### src/rtl/wsg_pkg.sv
`timescale 1ns / 1ps
`default_nettype none
// ----------------------------------------------------------------------------
// wsg_pkg: shared types and constants of the waveform sample generator
// Period length, reciprocal constants for the constant divisions, sine
// polynomial coefficients, register codes and the words passed between units.
// ----------------------------------------------------------------------------
package wsg_pkg;

	// period length in points
	localparam int SAMPLES = 400;

	// fixed field widths
	localparam int TYPE_W   = 3;
	localparam int AMP_W    = 8;
	localparam int PHASE_W  = 16;
	localparam int SAMPLE_W = 8;
	localparam int PIDX_W   = 9;
	localparam int CIDX_W   = 2;
	localparam int CDATA_W  = 16;

	// register indexes
	localparam logic [CIDX_W-1:0] REG_WAVE_TYPE = 2'd0;
	localparam logic [CIDX_W-1:0] REG_AMPLITUDE = 2'd1;
	localparam logic [CIDX_W-1:0] REG_PHASE     = 2'd2;

	// register reset values
	localparam logic [TYPE_W-1:0]  RST_WAVE_TYPE = 3'd1;
	localparam logic [AMP_W-1:0]   RST_AMPLITUDE = 8'd77;
	localparam logic [PHASE_W-1:0] RST_PHASE     = 16'd0;

	// wave type codes
	localparam logic [TYPE_W-1:0] WAVE_SINE   = 3'd0;
	localparam logic [TYPE_W-1:0] WAVE_SQUARE = 3'd1;
	localparam logic [TYPE_W-1:0] WAVE_SAW    = 3'd2;
	localparam logic [TYPE_W-1:0] WAVE_TRI    = 3'd3;

	// point counter and ramp operand
	localparam int IW = $clog2(SAMPLES);
	localparam int UW = $clog2(SAMPLES + 2);

	// angle numerator modulo DEN, turn fraction t = num * 2^32 / DEN
	// split as num * RECIP_Q + floor(num * RECIP_R / DEN)
	localparam longint unsigned DEN     = 360 * SAMPLES;
	localparam int              DW      = $clog2(DEN);
	localparam longint unsigned TURN    = 64'd1 << 32;
	localparam longint unsigned RECIP_Q = TURN / DEN;
	localparam longint unsigned RECIP_R = TURN % DEN;
	localparam int              XW      = 2 * DW;
	localparam longint unsigned RECIP_M = (64'd1 << XW) / DEN;
	localparam int              MW      = $clog2(RECIP_M + 1);

	// ramp divide by SAMPLES
	localparam int              YW    = $clog2(255 * (SAMPLES + 1) + 1);
	localparam longint unsigned DIV_M = (64'd1 << YW) / SAMPLES;
	localparam int              DMW   = $clog2(DIV_M + 1);
	localparam int              RW    = 9;

	// degree offset: floor(phase / 2) mod 360
	localparam int DEG_SHIFT = PHASE_W - 1;
	localparam int DEG_MUL   = (1 << DEG_SHIFT) / 360;
	localparam int DEG_QW    = $clog2(((1 << DEG_SHIFT) - 1) / 360 + 1);
	localparam int DEG_W     = 9;

	// sine polynomial in Q30
	localparam logic [31:0] C1  = 32'd1686629713;
	localparam logic [31:0] C3  = 32'd693598668;
	localparam logic [31:0] C5  = 32'd85569305;
	localparam logic [31:0] C7  = 32'd5026995;
	localparam logic [31:0] C9  = 32'd172272;
	localparam logic [30:0] Q30 = 31'h4000_0000;

	// receive queue
	localparam int QDEPTH = 2;
	localparam int QPW    = $clog2(QDEPTH);
	localparam int QCW    = $clog2(QDEPTH + 1);

	// back end pipeline length, output register included
	localparam int NST = 17;

	typedef logic [IW-1:0]        idx_t;
	typedef logic [UW-1:0]        u_t;
	typedef logic [DW-1:0]        num_t;
	typedef logic [DW:0]          nsum_t;
	typedef logic [XW-1:0]        xr_t;
	typedef logic [XW+MW-1:0]     xm_t;
	typedef logic [31:0]          turn_t;
	typedef logic [YW-1:0]        y_t;
	typedef logic [YW+DMW-1:0]    ym_t;
	typedef logic [RW-1:0]        ratio_t;
	typedef logic [30:0]          x_t;
	typedef logic [31:0]          coef_t;
	typedef logic [16:0]          v_t;
	typedef logic [24:0]          va_t;
	typedef logic [DEG_W-1:0]     deg_t;
	typedef logic [DEG_QW-1:0]    degq_t;
	typedef logic [PIDX_W-1:0]    pidx_t;
	typedef logic [QPW-1:0]       qptr_t;
	typedef logic [QCW-1:0]       qcnt_t;

	typedef enum logic [2:0] {
		KIND_SINE_OFS   = 3'd0,
		KIND_SQUARE     = 3'd1,
		KIND_SAW        = 3'd2,
		KIND_TRI        = 3'd3,
		KIND_SINE_PLAIN = 3'd4
	} kind_t;

	// classified point, front end to back end
	typedef struct packed {
		idx_t  idx;
		logic  pend;
		logic  half;
		kind_t kind;
		u_t    u;
	} item_t;

	// word riding along the back end pipeline
	typedef struct packed {
		idx_t   idx;
		logic   pend;
		logic   half;
		kind_t  kind;
		ratio_t ratio;
	} side_t;

	// one Horner step: c - (x2 * p) >> 30
	function automatic coef_t horner(x_t x2, coef_t p, coef_t c);
		logic [62:0] m;
		m = {32'b0, x2} * {31'b0, p};
		return c - coef_t'(m >> 30);
	endfunction

endpackage
`default_nettype wire

### src/rtl/wsg_queue.sv
`timescale 1ns / 1ps
`default_nettype none
// ----------------------------------------------------------------------------
// wsg_queue: receive queue between front end and back end
// Short register queue so that the counter side and the arithmetic side
// stall independently.
// ----------------------------------------------------------------------------
module wsg_queue (
	input  wire logic                clk,
	input  wire logic                arst_n,
	input  wire logic                push,
	input  wire wsg_pkg::item_t      wr_item,
	input  wire logic                pop,
	output wsg_pkg::item_t           head,
	output logic                     empty,
	output logic                     full
);

	wsg_pkg::item_t mem_q [wsg_pkg::QDEPTH];
	wsg_pkg::qptr_t wptr_q;
	wsg_pkg::qptr_t rptr_q;
	wsg_pkg::qcnt_t count_q;

	assign empty = (count_q == '0);
	assign full  = (int'(count_q) == wsg_pkg::QDEPTH);
	assign head  = mem_q[rptr_q];

	// store incoming words
	always_ff @(posedge clk) begin
		if (push) begin
			mem_q[wptr_q] <= wr_item;
		end
	end

	// move pointers and fill count
	always_ff @(posedge clk or negedge arst_n) begin
		if (!arst_n) begin
			wptr_q  <= '0;
			rptr_q  <= '0;
			count_q <= '0;
		end else begin
			if (push) begin
				if (int'(wptr_q) == wsg_pkg::QDEPTH - 1) begin
					wptr_q <= '0;
				end else begin
					wptr_q <= wptr_q + 1'b1;
				end
			end
			if (pop) begin
				if (int'(rptr_q) == wsg_pkg::QDEPTH - 1) begin
					rptr_q <= '0;
				end else begin
					rptr_q <= rptr_q + 1'b1;
				end
			end
			if (push && !pop) begin
				count_q <= count_q + 1'b1;
			end else if (pop && !push) begin
				count_q <= count_q - 1'b1;
			end
		end
	end

endmodule
`default_nettype wire

### config.mk
export PLATFORM = sky130hd
export DESIGN_NAME = wsg_queue
export DESIGN_NICKNAME = d
export VERILOG_FILES = /design/src/rtl/wsg_pkg.sv /design/src/rtl/wsg_queue.sv
export SDC_FILE = /design/constraint.sdc
export NUM_CORES = 1
export LEC_CHECK = 0
export BUFFER_PORTS_ARGS = -buffer_cell sky130_fd_sc_hd__clkbuf_2
export CELL_PAD_IN_SITES_DETAIL_PLACEMENT = 1
export CELL_PAD_IN_SITES_GLOBAL_PLACEMENT = 1
export CORE_UTILIZATION = 39
export DETAILED_ROUTE_END_ITERATION = 10
export GPL_TIMING_DRIVEN = 0
export PLACE_DENSITY_LB_ADDON = 0.1
export SYNTH_ARGS = -nofsm -noshare
export SYNTH_HDL_FRONTEND = slang
export SYNTH_SLANG_ARGS = --single-unit
### constraint.sdc
create_clock -name clk -period 1.8 [get_ports clk]
set_input_delay 0 -clock clk [delete_from_list [all_inputs] [get_ports clk]]
set_output_delay 0 -clock clk [all_outputs]
set_load 0.005 [all_outputs]
==> results.toml <==
[setup_path]
crit_path_max_incr_delay_ns = 0.59
critPathMaxFanout = 23
crit_family = "simple AND/OR/NAND/NOR gates"
cp_num_buf_inv = 0
critPathSlowestCell = "nor2b_4"
required_ns = 1.73
cp.arrival_ns = 1.34
worstSetupStartpointType = "flop"
cp_cell_sequence = "nor2b_4"
end_kind = "flop"
worst-setup-path-type = "flop to flop"

[flow_run]
maxCapViolations = 0

[route]
drc = 0
drt_wl_total_mm = 3.36
vias = 1052
vias_per_cell = 4.38
drt_iter0_drc = 51
drtPass1Iterations = 4
wl_per_cell_um = 14.0
ant_nets = 0

[sta]
skew_ns = 0.00798
tns_ns = 0
slew_viol_final = 0
rsz0062_at_grt = "false"
slew_headroom_pct = 52.1
setup_viol = 0
fin_crit_ns = 1.41
fin_crit_sh_pct = 78.1
tightest_slew_ns = 0.717
timing.fmax_ghz = 0.712
finalHoldViolCount = 0

[global_route]
antenna_found_initial = 0
grt_max_degree = 24
grt_usage_pct = 13.7
grt-ovfl-total = 0
grt_pass1_wl_mm = 5.21
first_global_vias = 1145

[cells_and_area]
final_cell_count_no_fill = 240
n_antenna_cell = 0
nNetsFinal = 200
syn_to_final_growth_pct = 35.8
drive_gt1_share_pct = 50.3

[floorplanning]
start_util_pct = 41.0
row_count = 25
core_area_um2 = 4750
ioPinCount = 52
die_area_um2 = 5290
die_h_um = 72.7
die_w_um = 72.7

[clock_tree]
cts_buffer_depth = 2
cts_buffers = 5
cts.clk_slew.worst_paths_ns = 0.08
tritoncts = "built"
h-tree-depth = 2
insertion_delay_ns = 0.30
clock_sinks = 50
root_buffer = "clkbuf_8"

[yosys]
yosys_register_bits = 50
avgSynthCellArea_um2 = 22.2
synth-edff-count = 46
ys_types = 13
yosysTopAreaCell = "edfxtp_1"
yosys-top-cells-count = "46 x edfxtp_1, 19 x mux2_4, 4 x dfrtp_1, 4 x mux2_2, 4 x xor2_1"
postSynthCellCount = 88
synth_nets = 116
seq_area_frac_synth_pct = 76.0
synthArstFlopShare_pct = 8.00
synth_flop_cell = "edfxtp_1"
yosys_warnings = 0
synth_top_area_share_pct = 70.9
synth.area.top_cells = "edfxtp_1 71%, mux2_4 15%, dfrtp_1 5.1%"
synth_most_common_cell = "edfxtp_1"
syn_area_um2 = 1950

[pwr]
p_per_area_nw_per_um2 = 1320
peakVddDrop_mv = 0.850
leakagePower_nw = 1.09

[outcome]
status = "finished, final reports clean"

[min_path]
min_path_type = "primary input to asynchronous set/reset pin"

[placement]
port_buffers = 51
globalplace.congestion = 0.594
placed_cells = 206
dp_hpwl_mm = 2.11
[path summary, 6_finish.rpt]
path	depth (start not counted)	endpoint	slack [ns]	start
worst min register to register	1	count_q[1]	0.50	count_q[1]
worst min-delay path	2	rptr_q	0.03	arst_n
worst max-delay path	1	mem_q[0][17]	0.39	wptr_q
min in group clk	2	mem_q[1][19]	0.42	wr_item[19]
max in group asynchronous	2	count_q[0]	1.65	arst_n
worst max register to register	1	mem_q[0][17]	0.39	wptr_q
[power breakdown]
group / switching (mW) / internal (mW) / total, mW
clock: 0.368 / 0.273 / 0.641
sequential: 0.0936 / 1.55 / 1.65
combinational: 0.499 / 0.708 / 1.21
[cell families after synthesis]
family,synth area share [%]
simple gates,1.35
buf+inv,2.82
xor+xnor,2.25
fa+ha+maj,0.642
mux,16.9
flops,76.0
[through the flow]
| step | setup slack, ns | util [%] | hold WS [ns] | power, mW | area [µm²] |
|---|---|---|---|---|---|
| floorplan | 0.374 | - | -0.296 | 2.45 | 1950 |
| global placement | 0.0263 | 48.2 | -0.189 | 2.82 | 2290 |
| detailed placement | -0.0123 | 48.2 | -0.184 | 2.86 | 2290 |
| CTS | 0.0362 | 55.7 | 0.0281 | 3.54 | 2650 |
| global route | 0.314 | 55.7 | 0.0442 | 3.68 | 2650 |
| finish | 0.395 | 55.7 | 0.0287 | 3.50 | 2650 |
[area by class of cell]
class	count	area [µm²]
Buffer	3	51.3
Clock inverter	3	21.3
Sequential cell	50	1480
Fill cell	466	2110
Clock buffer	5	68.8
Timing Repair Buffer	77	515
Inverter	1	3.75
Tap cell	67	83.8
Multi-Input combinational cell	34	422
[cells in the final DEF, fill, tap and decap left out, types with 2 or more instances in the layout]
| master | Yosys | layout |
|---|---|---|
| clkbuf_8 | 0 | 5 |
| xor2_1 | 4 | 4 |
| mux2_2 | 4 | 4 |
| clkbuf_2 | 0 | 51 |
| dlygate4sd3_1 | 0 | 26 |
| dfrtp_1 | 4 | 4 |
| edfxtp_1 | 46 | 46 |
| nor2_1 | 2 | 2 |
| mux2_4 | 19 | 19 |
| buf_12 | 2 | 2 |
[layer usage]
layer	global-route usage, %	part of all wire, %
met5	0	0
met4	5.23	1.5
met3	4.56	4.5
met2	26.1	54
met1	13.6	40
[repair_timing]
| item | in CTS | in global routing |
|---|---|---|
| resized for setup | 1 | 1 |
| buffers inserted | 0 | 0 |
| hold buffers | 26 | 0 |
| endpoints found under the setup margin | 23 | 23 |
| hold endpoints to repair | 52 | 0 |
[sequential cells by signal (all words and copies together) (netlist names)]
name and flops:
rptr_q 1, mem_q 46, wptr_q 1, count_q 2
Note: power is estimated with default switching activity, not from simulation.
