File: src/rtl/wsg_pkg.sv
`timescale 1ns / 1ps
`default_nettype none
// ----------------------------------------------------------------------------
// wsg_pkg: shared types and constants of the waveform sample generator
// Period length, reciprocal constants for the constant divisions, sine
// polynomial coefficients, register codes and the words passed between units.
// ----------------------------------------------------------------------------
package wsg_pkg;

	// period length in points
	localparam int SAMPLES = 400;

	// fixed field widths
	localparam int TYPE_W   = 3;
	localparam int AMP_W    = 8;
	localparam int PHASE_W  = 16;
	localparam int SAMPLE_W = 8;
	localparam int PIDX_W   = 9;
	localparam int CIDX_W   = 2;
	localparam int CDATA_W  = 16;

	// register indexes
	localparam logic [CIDX_W-1:0] REG_WAVE_TYPE = 2'd0;
	localparam logic [CIDX_W-1:0] REG_AMPLITUDE = 2'd1;
	localparam logic [CIDX_W-1:0] REG_PHASE     = 2'd2;

	// register reset values
	localparam logic [TYPE_W-1:0]  RST_WAVE_TYPE = 3'd1;
	localparam logic [AMP_W-1:0]   RST_AMPLITUDE = 8'd77;
	localparam logic [PHASE_W-1:0] RST_PHASE     = 16'd0;

	// wave type codes
	localparam logic [TYPE_W-1:0] WAVE_SINE   = 3'd0;
	localparam logic [TYPE_W-1:0] WAVE_SQUARE = 3'd1;
	localparam logic [TYPE_W-1:0] WAVE_SAW    = 3'd2;
	localparam logic [TYPE_W-1:0] WAVE_TRI    = 3'd3;

	// point counter and ramp operand
	localparam int IW = $clog2(SAMPLES);
	localparam int UW = $clog2(SAMPLES + 2);

	// angle numerator modulo DEN, turn fraction t = num * 2^32 / DEN
	// split as num * RECIP_Q + floor(num * RECIP_R / DEN)
	localparam longint unsigned DEN     = 360 * SAMPLES;
	localparam int              DW      = $clog2(DEN);
	localparam longint unsigned TURN    = 64'd1 << 32;
	localparam longint unsigned RECIP_Q = TURN / DEN;
	localparam longint unsigned RECIP_R = TURN % DEN;
	localparam int              XW      = 2 * DW;
	localparam longint unsigned RECIP_M = (64'd1 << XW) / DEN;
	localparam int              MW      = $clog2(RECIP_M + 1);

	// ramp divide by SAMPLES
	localparam int              YW    = $clog2(255 * (SAMPLES + 1) + 1);
	localparam longint unsigned DIV_M = (64'd1 << YW) / SAMPLES;
	localparam int              DMW   = $clog2(DIV_M + 1);
	localparam int              RW    = 9;

	// degree offset: floor(phase / 2) mod 360
	localparam int DEG_SHIFT = PHASE_W - 1;
	localparam int DEG_MUL   = (1 << DEG_SHIFT) / 360;
	localparam int DEG_QW    = $clog2(((1 << DEG_SHIFT) - 1) / 360 + 1);
	localparam int DEG_W     = 9;

	// sine polynomial in Q30
	localparam logic [31:0] C1  = 32'd1686629713;
	localparam logic [31:0] C3  = 32'd693598668;
	localparam logic [31:0] C5  = 32'd85569305;
	localparam logic [31:0] C7  = 32'd5026995;
	localparam logic [31:0] C9  = 32'd172272;
	localparam logic [30:0] Q30 = 31'h4000_0000;

	// receive queue
	localparam int QDEPTH = 2;
	localparam int QPW    = $clog2(QDEPTH);
	localparam int QCW    = $clog2(QDEPTH + 1);

	// back end pipeline length, output register included
	localparam int NST = 17;

	typedef logic [IW-1:0]        idx_t;
	typedef logic [UW-1:0]        u_t;
	typedef logic [DW-1:0]        num_t;
	typedef logic [DW:0]          nsum_t;
	typedef logic [XW-1:0]        xr_t;
	typedef logic [XW+MW-1:0]     xm_t;
	typedef logic [31:0]          turn_t;
	typedef logic [YW-1:0]        y_t;
	typedef logic [YW+DMW-1:0]    ym_t;
	typedef logic [RW-1:0]        ratio_t;
	typedef logic [30:0]          x_t;
	typedef logic [31:0]          coef_t;
	typedef logic [16:0]          v_t;
	typedef logic [24:0]          va_t;
	typedef logic [DEG_W-1:0]     deg_t;
	typedef logic [DEG_QW-1:0]    degq_t;
	typedef logic [PIDX_W-1:0]    pidx_t;
	typedef logic [QPW-1:0]       qptr_t;
	typedef logic [QCW-1:0]       qcnt_t;

	typedef enum logic [2:0] {
		KIND_SINE_OFS   = 3'd0,
		KIND_SQUARE     = 3'd1,
		KIND_SAW        = 3'd2,
		KIND_TRI        = 3'd3,
		KIND_SINE_PLAIN = 3'd4
	} kind_t;

	// classified point, front end to back end
	typedef struct packed {
		idx_t  idx;
		logic  pend;
		logic  half;
		kind_t kind;
		u_t    u;
	} item_t;

	// word riding along the back end pipeline
	typedef struct packed {
		idx_t   idx;
		logic   pend;
		logic   half;
		kind_t  kind;
		ratio_t ratio;
	} side_t;

	// one Horner step: c - (x2 * p) >> 30
	function automatic coef_t horner(x_t x2, coef_t p, coef_t c);
		logic [62:0] m;
		m = {32'b0, x2} * {31'b0, p};
		return c - coef_t'(m >> 30);
	endfunction

endpackage
`default_nettype wire

File: src/rtl/wsg_front.sv
`timescale 1ns / 1ps
`default_nettype none
// ----------------------------------------------------------------------------
// wsg_front: point counter and classifier
// Takes input words, steps the point counter and hands one classified point
// per accepted word to the receive queue.
// ----------------------------------------------------------------------------
module wsg_front (
	input  wire logic                         clk,
	input  wire logic                         arst_n,
	input  wire logic                         in_valid,
	input  wire logic                         restart,
	input  wire logic [wsg_pkg::TYPE_W-1:0]   wave_type,
	input  wire logic                         q_full,
	output logic                              in_stall,
	output logic                              push,
	output wsg_pkg::item_t                    item
);

	wsg_pkg::idx_t counter_q;
	wsg_pkg::idx_t cur;
	logic          last;

	assign in_stall = q_full;
	assign push     = in_valid && !q_full;

	// pick the point for this word
	always_comb begin
		if (restart || counter_q >= wsg_pkg::SAMPLES) begin
			cur = '0;
		end else begin
			cur = counter_q;
		end
		last = (int'(cur) == wsg_pkg::SAMPLES - 1);
	end

	// classify the point
	always_comb begin
		item.idx  = cur;
		item.pend = last;
		item.half = (int'(cur) < wsg_pkg::SAMPLES / 2);
		item.u    = '0;
		case (wave_type)
			wsg_pkg::WAVE_SINE: begin
				item.kind = wsg_pkg::KIND_SINE_OFS;
			end
			wsg_pkg::WAVE_SQUARE: begin
				item.kind = wsg_pkg::KIND_SQUARE;
			end
			wsg_pkg::WAVE_SAW: begin
				item.kind = wsg_pkg::KIND_SAW;
				item.u    = wsg_pkg::u_t'(cur);
			end
			wsg_pkg::WAVE_TRI: begin
				item.kind = wsg_pkg::KIND_TRI;
				if (item.half) begin
					item.u = wsg_pkg::u_t'(int'(cur) * 2);
				end else begin
					item.u = wsg_pkg::u_t'((wsg_pkg::SAMPLES - int'(cur)) * 2);
				end
			end
			default: begin
				item.kind = wsg_pkg::KIND_SINE_PLAIN;
			end
		endcase
	end

	// advance the counter, wrap at the period end
	always_ff @(posedge clk or negedge arst_n) begin
		if (!arst_n) begin
			counter_q <= '0;
		end else if (push) begin
			if (last) begin
				counter_q <= '0;
			end else begin
				counter_q <= cur + 1'b1;
			end
		end
	end

endmodule
`default_nettype wire

File: config.mk
export PLATFORM = sky130hd
export DESIGN_NAME = wsg_front
export DESIGN_NICKNAME = d
export VERILOG_FILES = /design/src/rtl/wsg_pkg.sv /design/src/rtl/wsg_front.sv
export SDC_FILE = /design/constraint.sdc
export NUM_CORES = 1
export LEC_CHECK = 0
export ABC_AREA = 1
export BUFFER_PORTS_ARGS = -buffer_cell sky130_fd_sc_hd__buf_2
export CORE_AREA = 10 10 70 72
export CTS_BUF_LIST = sky130_fd_sc_hd__clkbuf_16
export CTS_CLUSTER_DIAMETER = 40
export DETAILED_ROUTE_END_ITERATION = 12
export DIE_AREA = 0 0 80 82
export GPL_TIMING_DRIVEN = 0
export PLACE_DENSITY = 0.5
export SYNTH_ARGS = -nofsm -noshare
export SYNTH_HDL_FRONTEND = slang
export SYNTH_SLANG_ARGS = --single-unit
export TNS_END_PERCENT = 100
File: constraint.sdc
create_clock -name clk -period 2.04 [get_ports clk]
set_input_delay 0.204 -clock clk [delete_from_list [all_inputs] [get_ports clk]]
set_output_delay 0.204 -clock clk [all_outputs]
set_load 0.02 [all_outputs]
==> flow_metrics.tcl, run 1 <==
set metrics [dict create \
    fin_cells 271 \
    max_freq_mhz 470.5 \
    cts_tree "built" \
    fin_area_mm2 0.001650 \
    clk_path_buf_depth 2 \
    hp-class "in2async" \
    routabilityCongestion 0.8135 \
    finalCritPeriodShare_pct 104.2 \
    crit_path_end_kind "output port" \
    coreArea_mm2 0.003578 \
    syn-cell-area_mm2 0.001012 \
    dp.cells 249 \
    synth.distinct_cells 27 \
    layout_setup_ws_ns -0.08529 \
    cts-buffers-inserted 3 \
    rows 22 \
    clk_latency_ns 0.23 \
    avgSynthCellArea_um2 5.989 \
    critPathSlowestCell "dfrtp_2" \
    slew_viol_final 0 \
    vias 1241 \
    worst_pin_slew_ns 0.8587 \
    utilization_pct 46.12 \
    synth_cells 169 \
    slew_headroom_pct 42.31 \
    start_util_pct 28.29 \
    drt-total-wl_um 3469 \
    critPathMaxStageDelay_ns 0.42 \
    power_density_mw_per_mm2 444.9 \
    dieHeight_um 82 \
    clk_pin_slew_worst_paths_ns 0.04 \
    peakVddDrop_mv 0.4455 \
    antenna_found_initial 0 \
    grt_usage_pct 10.39 \
    drc 0 \
    cp_top_family "simple AND/OR/NAND/NOR gates" \
    largest_reg_flops 9 \
    cts-root-buf "clkbuf_16" \
    yosys_register_bits 9 \
    crit_type "reg2out" \
    detail-route-antenna-nets 0 \
    synth.net_count 179 \
    die_w_um 80 \
    wire_per_inst_um 12.80 \
    viasPerCell 4.579 \
    fin_crit_ns 2.125 \
    path_max_fanout 6 \
    top_regs "counter_q: 9 flops" \
    required_ns 1.84 \
    tns_ns -0.4040 \
    clock_sinks 9 \
    num_io_pins 33 \
    timing.hold.ws_ns 0.3467 \
    dp_slack_ns -0.09214 \
    total_power_uw 734.3 \
    grt_overflow 0 \
    final_common_cell "nand2_1" \
    reg2reg_depth 12 \
    cp_cell_sequence "nor2_2, nand2_2, nand2_8, nand2_8, nor2_4, buf_4, ha_4, nand3_4, nor2_2, buf_4, buf_4" \
    placed_cell_area_mm2 0.001235 \
    top_register "counter_q" \
    violations "negative setup slack" \
    grt_pass1_wl_um 5616 \
    crit_buf_inv 3 \
    worst_setup_path_start_kind "flip-flop" \
    syn2layout_area_growth_pct 63.04 \
    run_status "complete, but fails checks" \
    place_hpwl_um 2554 \
    finClkSkew_ns 0.001356 \
    grt_pass1_vias 1192 \
    grt_setup_unrepaired "true" \
    finalNetCount 234 \
    hold_viol 0 \
    rr_startpoint "counter_q[6]" \
    cts.htree.levels 1 \
    setup_viol 8 \
    drt-initial-drc-count 70 \
    power.leakage_nw 0.8572 \
    ys_seq_area_share_pct 22.25 \
    die_area_mm2 0.006560 \
    max_cap_viol_count 0 \
    crit_top_cell "buf_4" \
    r2r_slack_ns 0.02 \
    antenna_cells 0 \
    portBuffers 32 \
    final_layout_size_suffix_gt1_share_pct 41.70 \
    worstPathArrival_ns 1.92 \
    dr.pass1.iters 6 \
    reg2reg_to "counter_q[1]" \
    yosysWarnings 0 \
    grt_max_degree 11 \
    final_cell_mix "47 x nand2_1, 24 x buf_2, 21 x inv_1, 21 x buf_4, 15 x nand3_1" \
]
## synthesized netlist by cell type
master | instances | area [µm²]
nand4_1 | 5 | 31.28
nand3_1 | 23 | 115.1
nand2_4 | 2 | 22.52
nor2_2 | 1 | 6.260
o211ai_1 | 2 | 15.01
a21oi_1 | 3 | 15.01
inv_1 | 25 | 93.84
nand2_1 | 48 | 180.2
or2_2 | 1 | 6.260
o21ai_2 | 1 | 8.760
nand3_4 | 1 | 17.52
buf_6 | 1 | 11.26
clkbuf_1 | 1 | 3.750
nor3_1 | 4 | 20.02
ha_1 | 2 | 25.02
nor2_4 | 1 | 11.26
o21ai_1 | 2 | 10.01
nor2_8 | 1 | 20.02
dfrtp_1 | 9 | 225.2
nand3_2 | 1 | 10.01
buf_4 | 2 | 15.01
nor2_1 | 14 | 52.55
o22ai_1 | 2 | 12.51
nand2_2 | 3 | 18.77
clkinv_1 | 1 | 3.750
inv_2 | 3 | 11.26
o21ai_0 | 10 | 50.05
## per-layer routing
layer	up-vias	GRT usage [%]	wire [µm]	share of wire [%]
met5	-	0	0	0
met4	0	2.817	53	1.5
met3	6	3.057	211	6.1
met2	28	18.06	1763	51
met1	556	12.14	1441	42
li1	651	-	-	-
## worst register-to-register path, delay by kind of cell (launching register included)
kind | cells | cell delay (ns)
buffers and inverters | 2 | 0.23
AOI/OAI and AO/OA | 2 | 0.36
adders and majority gates | 1 | 0.15
and+or+nand+nor | 7 | 0.71
DFF | 1 | 0.42
## timing repair
| item | CTS | global route |
|---|---|---|
| gates resized for setup | 29 | 23 |
| pin swaps | 11 | 16 |
| gates cloned | 1 | 0 |
| setup buffers | 10 | 6 |
| endpoints found under the hold margin | 9 | 0 |
| hold buffers | 1 | 0 |
| setup endpoints to repair | 10 | 17 |
## worst max-delay path by stage
stage,startpoint,to,slack (ns),cells after the start
finish,counter_q[6],item[13],-0.09,11
global route,counter_q[6],item[6],-0.23,13
CTS,counter_q[6],item[7],-0.10,14
detailed placement,counter_q[4],item[5],-0.09,14
global placement,counter_q[6],counter_q[1],-0.09,11
floorplan,counter_q[6],item[3],0.00005,10
## logic make-up after synthesis
group                    share of synthesized area (%)
AND/OR/NAND/NOR                                  50.56
buffers and inverters                            13.72
AO/OA/AOI/OAI                                    11.00
flip-flops                                       22.25
adder cells (fa/ha/maj)                          2.472
## area by class of cell
cell class | instances | area (µm²)
inverter | 29 | 116.4
sequential | 9 | 226.5
fill | 390 | 1928
clock buffer | 3 | 75.07
tap | 48 | 60.06
timing repair buffer | 50 | 340.3
multi-input combinational | 127 | 798.3
clock inverter | 1 | 3.754
buffer | 4 | 30.03
## report_power, final
group	switching, mW	internal (mW)
registers	0.0179	0.191
logic	0.122	0.0728
clock network	0.0761	0.255
total	0.216	0.519
Note: power is estimated with default switching activity, not from simulation.
==> run 2, diff against run 1 <==
--- a/config.mk
+++ b/config.mk
@@ -6,14 +6,15 @@
 export NUM_CORES = 1
 export LEC_CHECK = 0
 export ABC_AREA = 1
-export BUFFER_PORTS_ARGS = -buffer_cell sky130_fd_sc_hd__buf_2
 export CORE_AREA = 10 10 70 72
 export CTS_BUF_LIST = sky130_fd_sc_hd__clkbuf_16
 export CTS_CLUSTER_DIAMETER = 40
+export CTS_CLUSTER_SIZE = 10
 export DETAILED_ROUTE_END_ITERATION = 12
 export DIE_AREA = 0 0 80 82
+export DONT_BUFFER_PORTS = 1
 export GPL_TIMING_DRIVEN = 0
-export PLACE_DENSITY = 0.5
+export PLACE_DENSITY = 0.42
 export SYNTH_ARGS = -nofsm -noshare
 export SYNTH_HDL_FRONTEND = slang
 export SYNTH_SLANG_ARGS = --single-unit
==> flow_metrics.tcl, run 2 (same netlist as run 1, synthesis figures left out) <==
set metrics [dict create \
    cts.htree.levels 1 \
    fill_cells 406 \
    finClkSkew_ns 0.0007030 \
    peakVddDrop_mv 0.4877 \
    place_hpwl_um 2584 \
    setup_viol 6 \
    fin_cells 232 \
    viasPerCell 4.668 \
    worst_setup_path_start_kind "flip-flop" \
    power_density_mw_per_mm2 502.6 \
    grt_pass1_vias 1043 \
    max_freq_mhz 476.3 \
    slew_viol_final 0 \
    fin_crit_ns 2.100 \
    crit_buf_inv 2 \
    clk_path_buf_depth 2 \
    layout_setup_ws_ns -0.05966 \
    detail-route-antenna-nets 0 \
    drt-initial-drc-count 47 \
    drt-total-wl_um 3236 \
    start_util_pct 28.29 \
    seqPwrFrac_pct 29.5 \
    wire_per_inst_um 13.95 \
    grt_usage_pct 9.780 \
    routabilityCongestion 0.7857 \
    p_sw_share_pct 28.66 \
    critPathMaxStageDelay_ns 0.40 \
    path_max_fanout 5 \
    critPathSlowestCell "dfrtp_1" \
    final_common_cell "nand2_1" \
    syn2layout_area_growth_pct 36.71 \
    worstPathArrival_ns 1.90 \
    cts-root-buf "clkbuf_16" \
    clk_latency_ns 0.23 \
    cp_top_family "simple AND/OR/NAND/NOR gates" \
    drc 0 \
    grt_overflow 0 \
    num_io_pins 33 \
    top_register "counter_q" \
    largest_reg_flops 9 \
    vias 1083 \
    rows 22 \
    grt_max_degree 11 \
    die_w_um 80 \
    clk_pin_slew_worst_paths_ns 0.04 \
    crit_path_end_kind "output port" \
    finalNetCount 195 \
    hold_viol 0 \
    final_layout_size_suffix_gt1_share_pct 30.98 \
    intPower_uw 496.1 \
    worst_pin_slew_ns 1.107 \
    dp.cells 217 \
    violations "negative setup slack" \
    cts_tree "built" \
    grt_setup_unrepaired "true" \
    slew_headroom_pct 25.94 \
    placed_cell_area_mm2 0.001075 \
    fin_area_mm2 0.001384 \
    required_ns 1.84 \
    clock_sinks 9 \
    cts-buffers-inserted 3 \
    dr.pass1.iters 4 \
    dp_slack_ns -0.2411 \
    grt_pass1_wl_um 5154 \
    dieHeight_um 82 \
    power.leakage_nw 0.6673 \
    final_cell_mix "44 x nand2_1, 20 x inv_1, 17 x nand3_1" \
    crit_type "reg2out" \
    coreArea_mm2 0.003578 \
    combPwrFrac_pct 23.0 \
    finalCritPeriodShare_pct 102.9 \
    tns_ns -0.2137 \
    run_status "complete, but fails checks" \
    hp-class "in2async" \
    max_cap_viol_count 0 \
    timing.hold.ws_ns 0.3424 \
    p_sw_uw 199.4 \
    die_area_mm2 0.006560 \
    antenna_found_initial 0 \
    cp_cell_sequence "nor2_2, nand2_2, nand2_4, nand3_2, inv_4, ha_1, nand3_4, nor2_1, buf_4" \
    antenna_cells 0 \
    portBuffers 0 \
    clkPwrFrac_pct 47.5 \
    top_regs "counter_q: 9 flops" \
]
## run 2: final cells by class
type	count	area (µm²)	area share, %
plain buffers	4	30.03	2.170
well taps	48	60.06	4.340
clock buffers	3	75.07	5.425
clock inverters	1	3.754	0.2712
multi-input cells	127	782.0	56.51
flip-flops and latches	9	225.2	16.27
repair buffers	11	88.84	6.420
inverters	29	118.9	8.589
## run 2: worst paths after layout
kind                       slack, ns  cells past startpoint    startpoint            to
hold reg to reg                 0.55                      2  counter_q[8]  counter_q[8]
setup reg to reg                0.06                     11  counter_q[5]  counter_q[1]
hold / removal                  0.34                      1        arst_n  counter_q[5]
max in group asynchronous       1.41                      1        arst_n  counter_q[3]
min in group clk                0.45                      3        q_full  counter_q[5]
setup / recovery               -0.06                      9  counter_q[5]      item[13]
## run 2: per-layer routing
metal | vias up | GRT usage [%] | share of wire [%]
met5 | - | 0 | 0
met4 | 0 | 3.697 | 0.65
met3 | 2 | 3.493 | 8.3
met2 | 21 | 17.09 | 50
met1 | 484 | 10.64 | 41
li1 | 576 | - | -
## run 2: timing repair
action                                  in CTS  in global routing
cloned                                       0                  1
buffers inserted                             8                  1
pin swaps                                   12                 10
endpoints found under the setup margin      16                 16
hold buffers                                 1                  0
endpoints found under the hold margin        9                  0
gates resized for setup                     25                 13
## run 2: metrics by stage
| stage | util, % | total power [mW] |
|---|---|---|
| final | 38.67 | 0.6955 |
| after detailed placement | 30.04 | 0.3297 |
| after global placement | 30.04 | 0.3287 |
| after CTS | 36.96 | 0.7003 |
| after global routing | 38.67 | 0.7352 |
| after floorplan | - | 0.3030 |
## run 2: worst reg2reg max path: cells and delay by family, from the launching register on
family	cells	cell delay (ns)
adders and majority gates	1	0.26
and+or+nand+nor	6	0.64
DFF	1	0.40
AOI/OAI and AO/OA	2	0.30
buffers and inverters	2	0.22
## run 2: power by group through the flow
stage | clock [mW] | combinational, mW | sequential, mW
6_report | 0.330 | 0.160 | 0.205
3_3_place_gp | 0 | 0.122 | 0.207
5_1_grt | 0.351 | 0.176 | 0.208
2_1_floorplan | 0 | 0.100 | 0.203
4_1_cts | 0.339 | 0.157 | 0.205
3_5_place_dp | 0 | 0.123 | 0.207
